File: src/hw/rtl/ttl_pkg.sv
`default_nettype none
// ----------------------------------------------------------------------------
// ttl_pkg
// shared types and constants of the text token lexer
// ----------------------------------------------------------------------------
package ttl_pkg;

  // input beat: one character of the stream or an end marker
  typedef struct packed {
    logic [7:0] in_byte;
    logic       end_of_input;
  } in_beat_t;

  // result beat: one token character or the end status
  typedef struct packed {
    logic [7:0] out_byte;
    logic [1:0] token_kind;
    logic       first_of_token;
    logic       last_of_token;
    logic       is_status;
    logic       end_status;
  } out_beat_t;

  // lexer modes; codes 6 and 7 act as between tokens
  typedef enum logic [2:0] {
    MODE_BETWEEN = 3'd0,
    MODE_SLASH   = 3'd1,
    MODE_LINE    = 3'd2,
    MODE_BLOCK   = 3'd3,
    MODE_BARE    = 3'd4,
    MODE_QUOTED  = 3'd5
  } lex_mode_t;

  localparam logic [1:0] KIND_BARE   = 2'd0;
  localparam logic [1:0] KIND_BRACE  = 2'd1;
  localparam logic [1:0] KIND_QUOTED = 2'd2;

  localparam logic END_CLEAN        = 1'b0;
  localparam logic END_UNTERMINATED = 1'b1;

  localparam logic [7:0] CH_LBRACE = 8'h7B;
  localparam logic [7:0] CH_RBRACE = 8'h7D;
  localparam logic [7:0] CH_SLASH  = 8'h2F;
  localparam logic [7:0] CH_STAR   = 8'h2A;
  localparam logic [7:0] CH_BSLASH = 8'h5C;
  localparam logic [7:0] CH_QUOTE  = 8'h22;
  localparam logic [7:0] CH_NL     = 8'h0A;
  localparam logic [7:0] CH_TAB    = 8'h09;
  localparam logic [7:0] CH_VT     = 8'h0B;
  localparam logic [7:0] CH_FF     = 8'h0C;
  localparam logic [7:0] CH_CR     = 8'h0D;
  localparam logic [7:0] CH_SPACE  = 8'h20;

  // result queue: room for two results per item plus two in flight
  localparam int unsigned QDEPTH = 4;
  localparam int unsigned QPTR_W = $clog2(QDEPTH);
  localparam int unsigned QCNT_W = $clog2(QDEPTH + 1);

endpackage
`default_nettype wire

File: src/hw/rtl/ttl_step.sv
`default_nettype none
// ----------------------------------------------------------------------------
// ttl_step
// lexer state registers and the per-byte next-state and result logic
// ----------------------------------------------------------------------------
module ttl_step (
  input  wire logic              clk,
  input  wire logic              rst,
  input  wire logic              take,
  input  wire ttl_pkg::in_beat_t beat,
  output logic [1:0]             res_cnt,
  output ttl_pkg::out_beat_t     res0,
  output ttl_pkg::out_beat_t     res1
);

  ttl_pkg::lex_mode_t lex_mode, lex_mode_next;
  logic [7:0]         held_char, held_char_next;
  logic               held_is_first, held_is_first_next;
  logic               star_seen, star_seen_next;
  logic               escape_pending, escape_pending_next;

  logic [7:0] c;
  logic       c_space;
  logic       c_brace;
  logic       do_bare;
  logic [7:0] bare_hc;
  logic       bare_hf;

  assign c       = beat.in_byte;
  assign c_space = (c == ttl_pkg::CH_SPACE) || (c == ttl_pkg::CH_TAB) ||
                   (c == ttl_pkg::CH_NL) || (c == ttl_pkg::CH_VT) ||
                   (c == ttl_pkg::CH_FF) || (c == ttl_pkg::CH_CR);
  assign c_brace = (c == ttl_pkg::CH_LBRACE) || (c == ttl_pkg::CH_RBRACE);

  always_comb begin
    lex_mode_next       = lex_mode;
    held_char_next      = held_char;
    held_is_first_next  = held_is_first;
    star_seen_next      = star_seen;
    escape_pending_next = escape_pending;
    res_cnt             = 2'd0;
    res0                = '0;
    res1                = '0;
    do_bare             = 1'b0;
    bare_hc             = held_char;
    bare_hf             = held_is_first;

    if (beat.end_of_input) begin
      // flush held character, then the status beat
      if (lex_mode == ttl_pkg::MODE_SLASH || lex_mode == ttl_pkg::MODE_BARE) begin
        res0.out_byte       = (lex_mode == ttl_pkg::MODE_SLASH) ? ttl_pkg::CH_SLASH
                                                                : held_char;
        res0.token_kind     = ttl_pkg::KIND_BARE;
        res0.first_of_token = (lex_mode == ttl_pkg::MODE_SLASH) ? 1'b1 : held_is_first;
        res0.last_of_token  = 1'b1;
        res1.is_status      = 1'b1;
        res1.end_status     = ttl_pkg::END_CLEAN;
        res_cnt             = 2'd2;
      end else begin
        res0.is_status  = 1'b1;
        res0.end_status = (lex_mode == ttl_pkg::MODE_QUOTED) ? ttl_pkg::END_UNTERMINATED
                                                             : ttl_pkg::END_CLEAN;
        res_cnt         = 2'd1;
      end
      lex_mode_next       = ttl_pkg::MODE_BETWEEN;
      held_char_next      = '0;
      held_is_first_next  = 1'b0;
      star_seen_next      = 1'b0;
      escape_pending_next = 1'b0;
    end else begin
      case (lex_mode)
        ttl_pkg::MODE_SLASH: begin
          if (c == ttl_pkg::CH_SLASH) begin
            lex_mode_next = ttl_pkg::MODE_LINE;
          end else if (c == ttl_pkg::CH_STAR) begin
            star_seen_next = 1'b0;
            lex_mode_next  = ttl_pkg::MODE_BLOCK;
          end else begin
            // lone slash starts a bare word
            lex_mode_next = ttl_pkg::MODE_BARE;
            bare_hc       = ttl_pkg::CH_SLASH;
            bare_hf       = 1'b1;
            do_bare       = 1'b1;
          end
        end
        ttl_pkg::MODE_LINE: begin
          if (c == ttl_pkg::CH_NL) begin
            lex_mode_next = ttl_pkg::MODE_BETWEEN;
          end
        end
        ttl_pkg::MODE_BLOCK: begin
          if (star_seen && c == ttl_pkg::CH_SLASH) begin
            star_seen_next = 1'b0;
            lex_mode_next  = ttl_pkg::MODE_BETWEEN;
          end else begin
            star_seen_next = (c == ttl_pkg::CH_STAR);
          end
        end
        ttl_pkg::MODE_BARE: begin
          do_bare = 1'b1;
        end
        ttl_pkg::MODE_QUOTED: begin
          res0.out_byte   = c;
          res0.token_kind = ttl_pkg::KIND_QUOTED;
          res_cnt         = 2'd1;
          if (escape_pending) begin
            escape_pending_next = 1'b0;
          end else if (c == ttl_pkg::CH_QUOTE) begin
            res0.last_of_token = 1'b1;
            lex_mode_next      = ttl_pkg::MODE_BETWEEN;
          end else if (c == ttl_pkg::CH_BSLASH) begin
            escape_pending_next = 1'b1;
          end
        end
        default: begin
          // between tokens, also unused mode codes
          lex_mode_next = ttl_pkg::MODE_BETWEEN;
          if (c_space) begin
          end else if (c == ttl_pkg::CH_SLASH) begin
            lex_mode_next = ttl_pkg::MODE_SLASH;
          end else if (c_brace) begin
            res0.out_byte       = c;
            res0.token_kind     = ttl_pkg::KIND_BRACE;
            res0.first_of_token = 1'b1;
            res0.last_of_token  = 1'b1;
            res_cnt             = 2'd1;
          end else if (c == ttl_pkg::CH_QUOTE) begin
            res0.out_byte       = c;
            res0.token_kind     = ttl_pkg::KIND_QUOTED;
            res0.first_of_token = 1'b1;
            res_cnt             = 2'd1;
            escape_pending_next = 1'b0;
            lex_mode_next       = ttl_pkg::MODE_QUOTED;
          end else begin
            held_char_next     = c;
            held_is_first_next = 1'b1;
            lex_mode_next      = ttl_pkg::MODE_BARE;
          end
        end
      endcase

      // bare word byte: emit the held character, hold or end
      if (do_bare) begin
        res0.out_byte       = bare_hc;
        res0.token_kind     = ttl_pkg::KIND_BARE;
        res0.first_of_token = bare_hf;
        res_cnt             = 2'd1;
        held_is_first_next  = 1'b0;
        if (c_space || c_brace) begin
          res0.last_of_token = 1'b1;
          held_char_next     = '0;
          lex_mode_next      = ttl_pkg::MODE_BETWEEN;
          if (c_brace) begin
            res1.out_byte       = c;
            res1.token_kind     = ttl_pkg::KIND_BRACE;
            res1.first_of_token = 1'b1;
            res1.last_of_token  = 1'b1;
            res_cnt             = 2'd2;
          end
        end else begin
          held_char_next = c;
        end
      end
    end
  end

  always_ff @(posedge clk) begin
    if (rst) begin
      lex_mode       <= ttl_pkg::MODE_BETWEEN;
      held_char      <= '0;
      held_is_first  <= 1'b0;
      star_seen      <= 1'b0;
      escape_pending <= 1'b0;
    end else if (take) begin
      lex_mode       <= lex_mode_next;
      held_char      <= held_char_next;
      held_is_first  <= held_is_first_next;
      star_seen      <= star_seen_next;
      escape_pending <= escape_pending_next;
    end
  end

endmodule
`default_nettype wire

File: src/hw/rtl/ttl_resq.sv
`default_nettype none
// ----------------------------------------------------------------------------
// ttl_resq
// small result queue taking up to two beats a cycle and giving one unless stalled
// ----------------------------------------------------------------------------
module ttl_resq (
  input  wire logic               clk,
  input  wire logic               rst,
  input  wire logic [1:0]         push_cnt,
  input  wire ttl_pkg::out_beat_t push0,
  input  wire ttl_pkg::out_beat_t push1,
  output logic                    room,
  output logic                    valid,
  input  wire logic               stall,
  output ttl_pkg::out_beat_t      data
);

  localparam logic [ttl_pkg::QCNT_W-1:0] ROOM_MAX =
    ttl_pkg::QCNT_W'(ttl_pkg::QDEPTH - 2);

  ttl_pkg::out_beat_t              entry [ttl_pkg::QDEPTH];
  logic [ttl_pkg::QPTR_W-1:0]      wr_ptr, wr_ptr_next;
  logic [ttl_pkg::QPTR_W-1:0]      rd_ptr;
  logic [ttl_pkg::QCNT_W-1:0]      count, count_next;
  logic                            pop;

  assign room  = (count <= ROOM_MAX);
  assign valid = (count != '0);
  assign data  = entry[rd_ptr];
  assign pop   = valid && !stall;

  assign wr_ptr_next = wr_ptr + ttl_pkg::QPTR_W'(push_cnt);
  assign count_next  = count + ttl_pkg::QCNT_W'(push_cnt) - ttl_pkg::QCNT_W'(pop);

  always_ff @(posedge clk) begin
    if (rst) begin
      wr_ptr <= '0;
      rd_ptr <= '0;
      count  <= '0;
    end else begin
      wr_ptr <= wr_ptr_next;
      count  <= count_next;
      if (pop) begin
        rd_ptr <= rd_ptr + ttl_pkg::QPTR_W'(1);
      end
    end
  end

  // payload, no reset
  always_ff @(posedge clk) begin
    if (push_cnt != 2'd0) begin
      entry[wr_ptr] <= push0;
    end
    if (push_cnt == 2'd2) begin
      entry[wr_ptr + ttl_pkg::QPTR_W'(1)] <= push1;
    end
  end

endmodule
`default_nettype wire

File: src/hw/rtl/text_token_lexer_core.sv
`default_nettype none
// ----------------------------------------------------------------------------
// text_token_lexer_core
// byte-stream lexer emitting token characters with kind and boundary marks
// ----------------------------------------------------------------------------
// Takes one byte beat per cycle while byte_stall is low. Whitespace, line
// comments and block comments between tokens are dropped; token characters
// come out one per result beat, marked first/last and tagged bare word,
// brace or quoted string. A bare word's characters leave one byte late,
// since its last character is only known once a delimiter shows up. An
// end-of-input beat flushes any held character and then gives a status
// beat (clean, or unterminated string), after which the lexer is back in
// its reset state. Each input beat is handled in the cycle it is accepted
// and gives zero, one or two result beats; results go into a four-entry
// queue that drains one beat per cycle while tok_stall is low, so the input
// takes a beat every cycle as long as the queue holds at most two beats. A
// brace directly after a bare word, or an end marker after a held character,
// yields two results. Result beats are registered in the queue.
// ----------------------------------------------------------------------------
module text_token_lexer_core (
  input  wire logic               clk,
  input  wire logic               rst,
  // character beats
  input  wire logic               byte_valid,
  output logic                    byte_stall,
  input  wire ttl_pkg::in_beat_t  byte_beat,
  // token / status beats
  output logic                    tok_valid,
  input  wire logic               tok_stall,
  output ttl_pkg::out_beat_t      tok_beat
);

  logic               take;
  logic               room;
  logic [1:0]         res_cnt;
  logic [1:0]         push_cnt;
  ttl_pkg::out_beat_t res0;
  ttl_pkg::out_beat_t res1;

  // stall only from registered queue fill, never from tok_stall directly
  assign byte_stall = !room;
  assign take       = byte_valid && room;
  assign push_cnt   = take ? res_cnt : 2'd0;

  // lexer state and per-byte decode
  ttl_step u_step (
    .clk     (clk),
    .rst     (rst),
    .take    (take),
    .beat    (byte_beat),
    .res_cnt (res_cnt),
    .res0    (res0),
    .res1    (res1)
  );

  // result queue acts as the output register
  ttl_resq u_resq (
    .clk      (clk),
    .rst      (rst),
    .push_cnt (push_cnt),
    .push0    (res0),
    .push1    (res1),
    .room     (room),
    .valid    (tok_valid),
    .stall    (tok_stall),
    .data     (tok_beat)
  );

endmodule
`default_nettype wire

File: config.mk
export PLATFORM = sky130hd
export DESIGN_NAME = text_token_lexer_core
export DESIGN_NICKNAME = d
export VERILOG_FILES = /design/src/hw/rtl/ttl_pkg.sv /design/src/hw/rtl/ttl_step.sv /design/src/hw/rtl/ttl_resq.sv /design/src/hw/rtl/text_token_lexer_core.sv
export SDC_FILE = /design/constraint.sdc
export NUM_CORES = 1
export LEC_CHECK = 0
export ABC_AREA = 1
export BUFFER_PORTS_ARGS = -buffer_cell sky130_fd_sc_hd__buf_2
export CORE_ASPECT_RATIO = 1.25
export CORE_UTILIZATION = 55
export DETAILED_ROUTE_END_ITERATION = 16
export HOLD_SLACK_MARGIN = 0.06
export PLACE_DENSITY = 0.73
export SLEW_MARGIN = 30
export SYNTH_ARGS = -nofsm -noshare
export SYNTH_HDL_FRONTEND = slang
export SYNTH_SLANG_ARGS = --single-unit
File: constraint.sdc
create_clock -name clk -period 5.35 [get_ports clk]
set_input_delay 0.535 -clock clk [delete_from_list [all_inputs] [get_ports clk]]
set_output_delay 0.535 -clock clk [all_outputs]
set_load 0.02 [all_outputs]
==> impl_results.rst, run 1 <==
.. list-table::
   :header-rows: 1

   * - Metric
     - Value
   * - Result of the run
     - complete, no violations
   * - Routing usage on met2
     - 0.4975
   * - Most frequently used flop master after synthesis
     - sky130_fd_sc_hd__edfxtp_1
   * - Maximum number of pins on one net before global-route repair
     - 30
   * - Worst-skew pair later-pin latency
     - 0.36 ns
   * - Die Area
     - 0.008558 mm²
   * - Category of the worst setup path launch point
     - flop
   * - Slew of the pin with the lowest slew margin
     - 0.8987 ns
   * - Core Footprint
     - 0.007883 mm²
   * - Setup tns final
     - 0 ns
   * - Xor and xnor fraction of the mapped netlist area
     - 0.005833
   * - Total power per unit cell area
     - 356.9 mW/mm²
   * - Unrepaired setup endpoints after global routing
     - no
   * - Leftover overflow at the end of global routing
     - 0
   * - Tot GR Track Use
     - 0.2799
   * - Setup skew after layout
     - around 0.0072 ns
   * - Cells after Synth
     - a little under 600
   * - Met3 Resource Use GR
     - 0.04762
   * - Kind of cell adding the most delay to the critical path
     - buffers and inverters
   * - Initial antenna violation count
     - 0
   * - CP peak stage delay
     - between 0.9 and 1 ns
   * - Final Hold Violating Endpoints
     - 0
   * - Post-synthesis sequential area ratio
     - 0.4578
   * - Total setup violations reported at the end of the flow
     - 0
   * - Share of synthesized area spent on multiplexers
     - 0
   * - Reg2Reg Launch Point
     - u_step.lex_mode[2]
   * - Critical R2R Capture
     - u_resq.count[2]
   * - Minimum hold slack
     - 0.4728 ns
   * - Largest family of logic cells by synthesized area
     - simple AND/OR/NAND/NOR gates
   * - Commonest cells after routing, fill and taps aside
     - sky130_fd_sc_hd__nand2_1, sky130_fd_sc_hd__nor2_1, sky130_fd_sc_hd__nand3_1
   * - Clock tree buffer depth
     - 2
   * - Number of nets in the layout
     - 633
   * - Most Used Layer, Global Route
     - met2
   * - Number of global-route vias before repair
     - 3835
   * - Vias/cell
     - 5.699
   * - Port bufs
     - 28
   * - R2R depth
     - 13
   * - Max-cap violation count
     - 0
   * - Initial Utilization
     - 0.5714
   * - Die Width
     - 82.94 µm
   * - Antenna diode count
     - 0
   * - Path type of the worst setup path
     - reg -> out
   * - Critical path endpoint category
     - primary output
   * - Post-route ant nets
     - 0
   * - Library cell with the largest summed area after synthesis
     - sky130_fd_sc_hd__edfxtp_1
   * - Wire length of the first global-routing pass
     - around 19000 µm
   * - Half-perimeter wire length after detailed placement
     - 8486 µm
   * - Final Cycle Share
     - 0.6342
   * - Routed length per placed instance
     - 15.95 µm
   * - Layout cells sized above 1
     - 0.1484
   * - Vias after detailed routing
     - about 4.1k
   * - H-Tree Level Count
     - 3
   * - Stages on worst setup path
     - 4
   * - EDFF count, synth
     - 48
   * - Number of resized instances in the post-cts repair step
     - 0
   * - Clock tree root driver cell
     - sky130_fd_sc_hd__clkbuf_8
   * - Data required time at the worst endpoint
     - 4.82 ns
   * - Post-Syn Area
     - 0.004504 mm²
   * - Time the worst path needs with I/O delays and setup
     - 3.393 ns
   * - Arrival time of data at the critical path endpoint
     - 2.86 ns
   * - R2R Setup Slk
     - 2.70 ns
   * - Number of top-level pins
     - 29
   * - FMAX
     - 294.7 MHz
   * - Count of TritonRoute iterations in the first routing pass
     - 5
   * - Vert. Die Dim
     - about 100 µm
   * - Final Max Tran Viols
     - 0
   * - Inserted Clock Buffers
     - 9
   * - Number of buffers inserted to repair setup after CTS
     - 0
   * - Share of synthesized cell area in full adder, half adder and majority cells
     - 0.01556
   * - Worst hold stages
     - 2
   * - Post-layout power
     - 0.001741 W
   * - Initial drt markers
     - 210
   * - Placed instance count
     - between 600 and 700
   * - Maximum vdd ir drop
     - 285.7 µV
   * - Relative slew slack
     - 0.4001
   * - Number of nets produced by synthesis
     - 609
   * - Count of yosys warnings during synthesis
     - 0
   * - Slowest library cell on the worst path
     - sky130_fd_sc_hd__dfxtp_1
   * - Crit path max fanout
     - 29
   * - Total routed wirelength
     - 11400 µm
   * - Simple-Gate Fraction of Synth Area
     - 0.3436
   * - Leakage component of the power
     - about 2.3 nW
   * - Async set-or-reset flop fraction in the synthesized netlist
     - 0
   * - Capture point of the worst path
     - tok_beat[7]
   * - CTS Sinks
     - 79
   * - Yosys top cell area share
     - 0.3200
   * - Ranking of synthesized cells by area
     - sky130_fd_sc_hd__edfxtp_1, sky130_fd_sc_hd__nand2_1, sky130_fd_sc_hd__dfxtp_1
   * - Final std cells w/o fill
     - 715
   * - Post-synthesis average cell area
     - 7.622 µm²
   * - Compound-gate portion of the synthesized area
     - 0.1111
   * - Clock transition at path regs
     - 0.08 ns
   * - Final GP Congestion
     - 0.9645
   * - Met1 track utilization from global routing
     - 0.3196
   * - Most frequent standard cell in the layout excluding fill and tap cells
     - sky130_fd_sc_hd__nand2_1
   * - Signed area change from the synthesized netlist to the final layout
     - 8.306%
   * - Row cnt
     - 36
   * - Total of hold buffers inserted after clock tree synthesis
     - 0
   * - List of cells traversed by the critical path
     - clkinv_1, o21ai_0, o22ai_1, buf_2
   * - Synth cell types
     - 38
   * - Count of unresolved DRC violations after routing
     - 0
   * - Synth Register Bits
     - 79
   * - Buffer and inverter count on the worst path
     - 2
   * - CTS tree
     - built
   * - HP Class
     - reg -> reg
==> cell type report <==
type                    instances  area (µm²)
fillers                       726        3004
multi-input cells             436        2145
flip-flops and latches         79        2062
inverters                      61       229.0
clock buffers                  11       152.6
repair buffers                 28       140.1
well taps                      95       118.9
clock inverters                 5       31.28
==> state kept, by name (all words and copies together), names as in the netlist, named ones only <==
signal and count:
u_resq.entry 56, u_step.held_char 8, u_resq.count 3, u_step.lex_mode 3
u_resq.rd_ptr 2, u_resq.wr_ptr 2, u_step.escape_pending 1, u_step.held_is_first 1
u_step.star_seen 1
==> worst min-delay path, cell delays in order, from the launching register on <==
cell and delay (ns):
sky130_fd_sc_hd__dfxtp_1 0.31, sky130_fd_sc_hd__inv_1 0.07, sky130_fd_sc_hd__a21oi_1 0.05
==> metal layers <==
metal  part of all wire  wire length (µm)
met1               0.41              4688
met2               0.50              5726
met3              0.042               482
met4              0.044               506
met5                  0                 0
==> cells in the mapped netlist, drive strengths merged (3+ instances only) <==
library cell    n
dfxtp          31
a21oi          14
nand2         178
nor2           76
nand4           4
inv            60
o21ai          54
o22ai          15
edfxtp         48
buf             3
ha              4
nand3          74
clkbuf         12
nor3            4
==> per-stage QoR <==
stage | area, µm² | utilization | setup slack (ns)
floorplan | 4504 | - | 2.901
global placement | 4695 | 0.5956 | 2.348
detailed placement | 4695 | 0.5956 | 2.229
CTS | 4878 | 0.6189 | 1.930
global route | 4878 | 0.6189 | 1.626
finish | 4878 | 0.6189 | 1.957
==> kinds of logic (layout without fill, tap and decap cells) <==
logic type | count (synthesis) | in the layout
buffers and inverters | 76 | 105
flip-flops | 79 | 79
XOR/XNOR | 3 | 3
AND/OR/NAND/NOR | 338 | 338
AO/OA/AOI/OAI | 90 | 90
adder cells (fa/ha/maj) | 5 | 5
==> how the worst min path moves through the flow <==
stage                               from                   end  slack, ns
floorplan               u_resq.rd_ptr[1]                  flop       0.44
global placement        u_resq.rd_ptr[1]      u_resq.rd_ptr[1]       0.45
detailed placement  u_step.held_is_first  u_step.held_is_first       0.46
CTS                 u_step.held_is_first  u_step.held_is_first       0.47
global route          u_resq.entry[0][0]    u_resq.entry[0][0]       0.49
finish              u_step.held_is_first  u_step.held_is_first       0.47
==> power by group <==
part	total (W)	leakage (nW)	switching (W)	internal (W)
registers	0.000755	0.688	0.0000484	0.000707
logic	0.000566	1.48	0.000394	0.000172
clock network	0.000420	0.0942	0.000225	0.000195
total	0.00174	2.26	0.000668	0.00107
Power figures use the tool's default switching activity.
==> run 2: changes to the inputs <==
--- a/config.mk
+++ b/config.mk
@@ -11,7 +11,7 @@
 export CORE_UTILIZATION = 55
 export DETAILED_ROUTE_END_ITERATION = 16
 export HOLD_SLACK_MARGIN = 0.06
-export PLACE_DENSITY = 0.73
+export PLACE_DENSITY = 0.76
 export SLEW_MARGIN = 30
 export SYNTH_ARGS = -nofsm -noshare
 export SYNTH_HDL_FRONTEND = slang
==> constraint.sdc (replaced) <==
create_clock -name clk -period 2.9 [get_ports clk]
set_input_delay 0.29 -clock clk [delete_from_list [all_inputs] [get_ports clk]]
set_output_delay 0.29 -clock clk [all_outputs]
set_load 0.02 [all_outputs]
==> impl_results.rst, run 2 (synthesized netlist as in run 1, its figures left out) <==
.. list-table::
   :header-rows: 1

   * - Metric
     - Value
   * - Result of the run
     - complete, no violations
   * - Inserted Clock Buffers
     - 9
   * - Vias after detailed routing
     - 4059
   * - Time the worst path needs with I/O delays and setup
     - 2.549 ns
   * - Arrival time of data at the critical path endpoint
     - between 2 and 3 ns
   * - Critical path endpoint category
     - flop
   * - H-Tree Level Count
     - 3
   * - Initial antenna violation count
     - 0
   * - Die Width
     - approximately 83 µm
   * - Initial drt markers
     - 307
   * - R2R Setup Slk
     - approximately 0.35 ns
   * - Count of unresolved DRC violations after routing
     - 0
   * - Commonest cells after routing, fill and taps aside
     - sky130_fd_sc_hd__nand2_1, sky130_fd_sc_hd__nor2_1, sky130_fd_sc_hd__nand3_1
   * - HP Class
     - in -> reg
   * - Number of resized instances in the post-cts repair step
     - 0
   * - Most frequent standard cell in the layout excluding fill and tap cells
     - sky130_fd_sc_hd__nand2_1
   * - Layout cells sized above 1
     - 0.1622
   * - Leakage component of the power
     - about 2.3 nW
   * - Unrepaired setup endpoints after global routing
     - no
   * - Category of the worst setup path launch point
     - flop
   * - Worst-skew pair later-pin latency
     - 0.37 ns
   * - Total of hold buffers inserted after clock tree synthesis
     - 0
   * - Wire length of the first global-routing pass
     - ~18000 µm
   * - Final GP Congestion
     - 1.031
   * - Final Max Tran Viols
     - 0
   * - Half-perimeter wire length after detailed placement
     - just over 8000 µm
   * - Initial Utilization
     - 0.5714
   * - FMAX
     - around 390 MHz
   * - Number of global-route vias before repair
     - a little under 4k
   * - List of cells traversed by the critical path
     - inv_2, nand3_2, inv_2, nand3_4, nand2_2, nand3_2, nand2_2, nand2_1, ha_1, fa_1, xor2_1, inv_1, nor2_1
   * - Count of TritonRoute iterations in the first routing pass
     - 4
   * - CP peak stage delay
     - 0.43 ns
   * - Worst-case setup margin in the final layout
     - 0.3506 ns
   * - Final Hold Violating Endpoints
     - 0
   * - Total routed wirelength
     - 11290 µm
   * - Core Footprint
     - approximately 0.008 mm²
   * - Die Area
     - 0.008558 mm²
   * - Number of top-level pins
     - 29
   * - Total setup violations reported at the end of the flow
     - 0
   * - Crit path max fanout
     - 8
   * - Maximum vdd ir drop
     - 439.2 µV
   * - Port bufs
     - 28
   * - Post-route ant nets
     - 0
   * - Setup skew after layout
     - 0.01402 ns
   * - Relative slew slack
     - 0.5215
   * - CTS tree
     - built
   * - Vias/cell
     - 5.606
   * - Flip-flop count of the largest register after layout
     - 56
   * - Slowest library cell on the worst path
     - sky130_fd_sc_hd__fa_1
   * - Largest Register
     - u_resq.entry
   * - Tot GR Track Use
     - 0.2767
   * - Maximum number of pins on one net before global-route repair
     - 29
   * - Path type of the worst setup path
     - reg -> reg
   * - Row cnt
     - 36
   * - Setup tns final
     - 0 ns
   * - Antenna diode count
     - 0
   * - Data required time at the worst endpoint
     - roughly 3.1 ns
   * - Slew of the pin with the lowest slew margin
     - 0.7133 ns
   * - Pre-CTS setup slack
     - 0.2997 ns
   * - CTS Sinks
     - 79
   * - Total power per unit cell area
     - 681.0 mW/mm²
   * - Largest registers
     - u_resq.entry x56, u_step.held_char x8
   * - Max-cap violation count
     - 0
   * - Signed area change from the synthesized netlist to the final layout
     - 10.61%
   * - Clock tree buffer depth
     - 2
   * - Routed length per placed instance
     - 15.60 µm
   * - Clock transition at path regs
     - 0.08 ns
   * - Clock tree root driver cell
     - sky130_fd_sc_hd__clkbuf_8
   * - Number of nets in the layout
     - between 600 and 700
   * - Number of buffers inserted to repair setup after CTS
     - 0
   * - Leftover overflow at the end of global routing
     - 0
   * - Final Cycle Share
     - 0.8791
   * - Vert. Die Dim
     - 103.2 µm
-- run 2: changes by cell type in the layout (fill, tap and decap cells not counted), sizes merged --
cell and change:
buf +9, clkinv -4, bufinv +2, clkbuf -2, clkinvlp +2, inv +2
-- run 2: worst paths after layout --
check                                   startpoint                to  cells past startpoint
worst max register to register  u_step.lex_mode[2]   u_resq.count[2]                     13
worst min-delay path                     tok_stall  u_resq.rd_ptr[0]                      3
worst min register to register    u_resq.rd_ptr[1]              flop                      2
worst max-delay path            u_step.lex_mode[2]   u_resq.count[2]                     13
-- run 2: final cells by class --
type                       instances  area (µm²)
clock buffer                       9       123.9
clock inverter                     7       96.34
fill                             692        2900
multi-input combinational        436        2145
timing repair buffer              37       207.7
inverter                          61       229.0
tap                               95       118.9
sequential                        79        2062
-- run 2: power by group --
group          switching, W  internal (W)  total [W]
Combinational      0.000775      0.000341    0.00112
Clock              0.000431      0.000486   0.000916
Sequential        0.0000580       0.00130    0.00136
-- run 2: worst max-delay path: cells and delay by family (launching register included) --
| family | cells | cell delay (ns) |
|---|---|---|
| and+or+nand+nor | 7 | 0.79 |
| adders and majority gates | 2 | 0.76 |
| buffers and inverters | 3 | 0.37 |
| DFF | 1 | 0.34 |
| xor gates and xnor gates | 1 | 0.16 |
-- run 2: through the flow --
stage / hold WS, ns / instance area (µm²) / std cells / util / total power [W]
after floorplan: 0.4360 / 4504 / 591 / - / 0.002166
after global placement: 0.4525 / 4762 / 708 / 0.6041 / 0.002474
after detailed placement: 0.4571 / 4762 / 708 / 0.6041 / 0.002498
after CTS: 0.2487 / 4982 / 724 / 0.6321 / 0.003398
after global routing: 0.2806 / 4982 / 724 / 0.6321 / 0.003571
final: 0.2456 / 4982 / 724 / 0.6321 / 0.003393
-- run 2: routing by layer --
metal	wire, µm	up-vias	track usage
li1	-	2031	-
met1	4619	1834	0.3047
met2	5629	149	0.5044
met3	531	45	0.03968
met4	512	0	0.1857
met5	0	-	0
==> run 3: changes to the inputs <==
--- a/config.mk
+++ b/config.mk
@@ -15,4 +15,5 @@
 export SLEW_MARGIN = 30
 export SYNTH_ARGS = -nofsm -noshare
 export SYNTH_HDL_FRONTEND = slang
+export SYNTH_HIERARCHICAL = 1
 export SYNTH_SLANG_ARGS = --single-unit
==> impl_results.rst, run 3 <==
.. list-table::
   :header-rows: 1

   * - Metric
     - Value
   * - Time the worst path needs with I/O delays and setup
     - 2.637 ns
   * - Total routed wirelength
     - between 10000 and 15000 µm
   * - Clock tree root driver cell
     - sky130_fd_sc_hd__clkbuf_8
   * - List of cells traversed by the critical path
     - inv_2, nand2_2, nor2_4, inv_1, nand2_1, nor2_1, a31o_2, inv_1, nor2_1, buf_4, ha_1, inv_1, fa_1, inv_1, nand2_1, a21oi_1
   * - Most frequently used flop master after synthesis
     - sky130_fd_sc_hd__edfxtp_1
   * - Data required time at the worst endpoint
     - 3.18 ns
   * - Post-synthesis sequential area ratio
     - 0.4489
   * - Maximum vdd ir drop
     - roughly 380 µV
   * - CTS Sinks
     - just under 80
   * - Slew of the pin with the lowest slew margin
     - 0.7688 ns
   * - Total of hold buffers inserted after clock tree synthesis
     - 0
   * - Unrepaired setup endpoints after global routing
     - no
   * - Cell type with the highest occurrence count on the critical path
     - sky130_fd_sc_hd__inv_1
   * - FMAX
     - around 380 MHz
   * - Yosys top cell area share
     - 0.3524
   * - Worst-skew pair later-pin latency
     - ~0.35 ns
   * - Clock tree buffer depth
     - 2
   * - Wire length of the first global-routing pass
     - roughly 19000 µm
   * - Core Footprint
     - 0.008333 mm²
   * - Placed instance count
     - 711
   * - Initial Utilization
     - 0.5727
   * - Routed length per placed instance
     - 15.40 µm
   * - Slowest library cell on the worst path
     - sky130_fd_sc_hd__fa_1
   * - EDFF count, synth
     - 56
   * - Initial drt markers
     - 279
   * - Flip-flop count of the largest register after layout
     - 56
   * - Post-route ant nets
     - 0
   * - Top cells by instance count after synthesis
     - sky130_fd_sc_hd__nand2_1, sky130_fd_sc_hd__nor2_1, sky130_fd_sc_hd__o21ai_0
   * - Leftover overflow at the end of global routing
     - 0
   * - Count of TritonRoute iterations in the first routing pass
     - 7
   * - Critical path endpoint category
     - flop
   * - Final GP Congestion
     - 0.9784
   * - Post-synthesis average cell area
     - 8.007 µm²
   * - Port bufs
     - 28
   * - Crit path max fanout
     - 6
   * - Result of the run
     - complete, no violations
   * - H-Tree Level Count
     - 3
   * - Signed area change from the synthesized netlist to the final layout
     - 9.649%
   * - CP peak stage delay
     - approximately 0.43 ns
   * - Layout cells sized above 1
     - 0.1918
   * - R2R Setup Slk
     - around 0.26 ns
   * - Number of global-route vias before repair
     - 4009
   * - Vert. Die Dim
     - between 100 and 150 µm
   * - Count of yosys warnings during synthesis
     - 6
   * - Final Cycle Share
     - 0.9094
   * - Max-cap violation count
     - 0
   * - Minimum hold slack
     - 0.2687 ns
   * - Final core utilization
     - 0.6279
   * - Cells after Synth
     - 596
   * - Inserted Clock Buffers
     - 9
   * - Number of nets in the layout
     - 644
   * - Relative slew slack
     - 0.4843
   * - Number of top-level pins
     - 29
   * - Commonest cells after routing, fill and taps aside
     - sky130_fd_sc_hd__nand2_1, sky130_fd_sc_hd__nor2_1, sky130_fd_sc_hd__inv_1, sky130_fd_sc_hd__o21ai_0, sky130_fd_sc_hd__edfxtp_1
   * - Library cell with the largest summed area after synthesis
     - sky130_fd_sc_hd__edfxtp_1
   * - Path type of the worst setup path
     - reg -> reg
   * - Final Hold Violating Endpoints
     - 0
   * - Die Width
     - 85.32 µm
   * - Die Area
     - between 0.009 and 0.01 mm²
   * - Synth cell types
     - 46
   * - Largest registers
     - u_resq/entry x56, u_step/held_char x8
   * - Category of the worst setup path launch point
     - flop
   * - Vias after detailed routing
     - 4175
   * - Antenna diode count
     - 0
   * - Clock transition at path regs
     - ~0.070 ns
   * - Half-perimeter wire length after detailed placement
     - about 8100 µm
   * - Count of unresolved DRC violations after routing
     - 0
   * - Leakage component of the power
     - ~2.0 nW
   * - Dominant cell by count in the synthesized netlist
     - sky130_fd_sc_hd__nand2_1
   * - HP Class
     - in -> reg
   * - Ranking of synthesized cells by area
     - sky130_fd_sc_hd__edfxtp_1, sky130_fd_sc_hd__nand2_1, sky130_fd_sc_hd__dfxtp_1
   * - Maximum number of pins on one net before global-route repair
     - 29
   * - Tot GR Track Use
     - 0.2663
   * - Post-Syn Area
     - about 0.0048 mm²
   * - Most frequent standard cell in the layout excluding fill and tap cells
     - sky130_fd_sc_hd__nand2_1
   * - Pre-CTS setup slack
     - 0.1475 ns
   * - Final Max Tran Viols
     - 0
   * - Arrival time of data at the critical path endpoint
     - 2.92 ns
   * - Total setup violations reported at the end of the flow
     - 0
   * - Async set-or-reset flop fraction in the synthesized netlist
     - 0
   * - Final std cells w/o fill
     - approximately 730
   * - Setup skew after layout
     - 0.005417 ns
   * - Vias/cell
     - 5.735
   * - Total power per unit cell area
     - 635.7 mW/mm²
   * - Initial antenna violation count
     - 0
   * - CTS tree
     - built
   * - Synth Register Bits
     - 79
   * - Largest Register
     - u_resq/entry
   * - Worst-case setup margin in the final layout
     - 0.2626 ns
   * - Row cnt
     - 37
## run 3: cell types whose count changed after synthesis, sizes merged, moves of 4 or more
cell    change
nand3      -46
inv         +6
edfxtp      +8
a21oi      +10
nand2      -48
o21ai      +47
nor2       +12
o31ai       +4
buf        +15
dfxtp       -8
## run 3: critical path, delay by kind of cell, from the launching register on
family	cells	cell delay (ns)
AND/OR/NAND/NOR	6	0.75
flip-flops	1	0.37
buffers and inverters	6	0.57
adder cells (fa/ha/maj)	2	0.59
AO/OA/AOI/OAI	2	0.27
## run 3: path summary, 6_finish.rpt
check	start	to	cells past startpoint
worst min-delay path	byte_beat[7]	u_step/held_char[6]	3
worst max-delay path	u_step/lex_mode[2]	u_resq/count[2]	16
worst max register to register	u_step/lex_mode[2]	u_resq/count[2]	16
worst min register to register	u_step/held_is_first	u_step/held_is_first	2
## run 3: what timing repair did
item | 4_1_cts | 5_1_grt
resized for setup | 0 | 3
setup buffers | 0 | 1
setup endpoints to repair | 0 | 46
## run 3: final cells by class
| type | instances | area (µm²) |
|---|---|---|
| clock inverters | 2 | 12.51 |
| multi-input cells | 419 | 2176 |
| inverters | 70 | 262.8 |
| repair buffers | 47 | 332.8 |
| clock buffers | 14 | 183.9 |
| flip-flops and latches | 79 | 2143 |
| well taps | 97 | 121.4 |
| fillers | 723 | 3100 |
## run 3: per-stage QoR
step / total power [W] / area (µm²) / setup TNS (ns)
finish: 0.003326 / 5233 / 0
global route: 0.003518 / 5233 / 0
CTS: 0.003341 / 5221 / 0
detailed placement: 0.002545 / 5025 / 0
global placement: 0.002504 / 5025 / 0
floorplan: 0.002210 / 4800 / -6.627
## run 3: kinds of logic after synthesis
family,Yosys count,share of synthesized area
DFF,79,0.4489
adders and majority gates,5,0.01468
buffers and inverters,100,0.1015
AOI/OAI and AO/OA,159,0.1995
and+or+nand+nor,252,0.2347
other,1,0.0007858
## run 3: layer usage
layer | part of all wire | global-route usage
met1 | 0.41 | 0.3110
met2 | 0.52 | 0.4747
met3 | 0.037 | 0.04037
met4 | 0.030 | 0.1298
met5 | 0 | 0
## run 3: where the power goes
group	total [W]	internal [W]	switching [W]
registers	0.00142	0.00135	0.0000674
logic	0.00112	0.000371	0.000748
clock network	0.000791	0.000410	0.000382
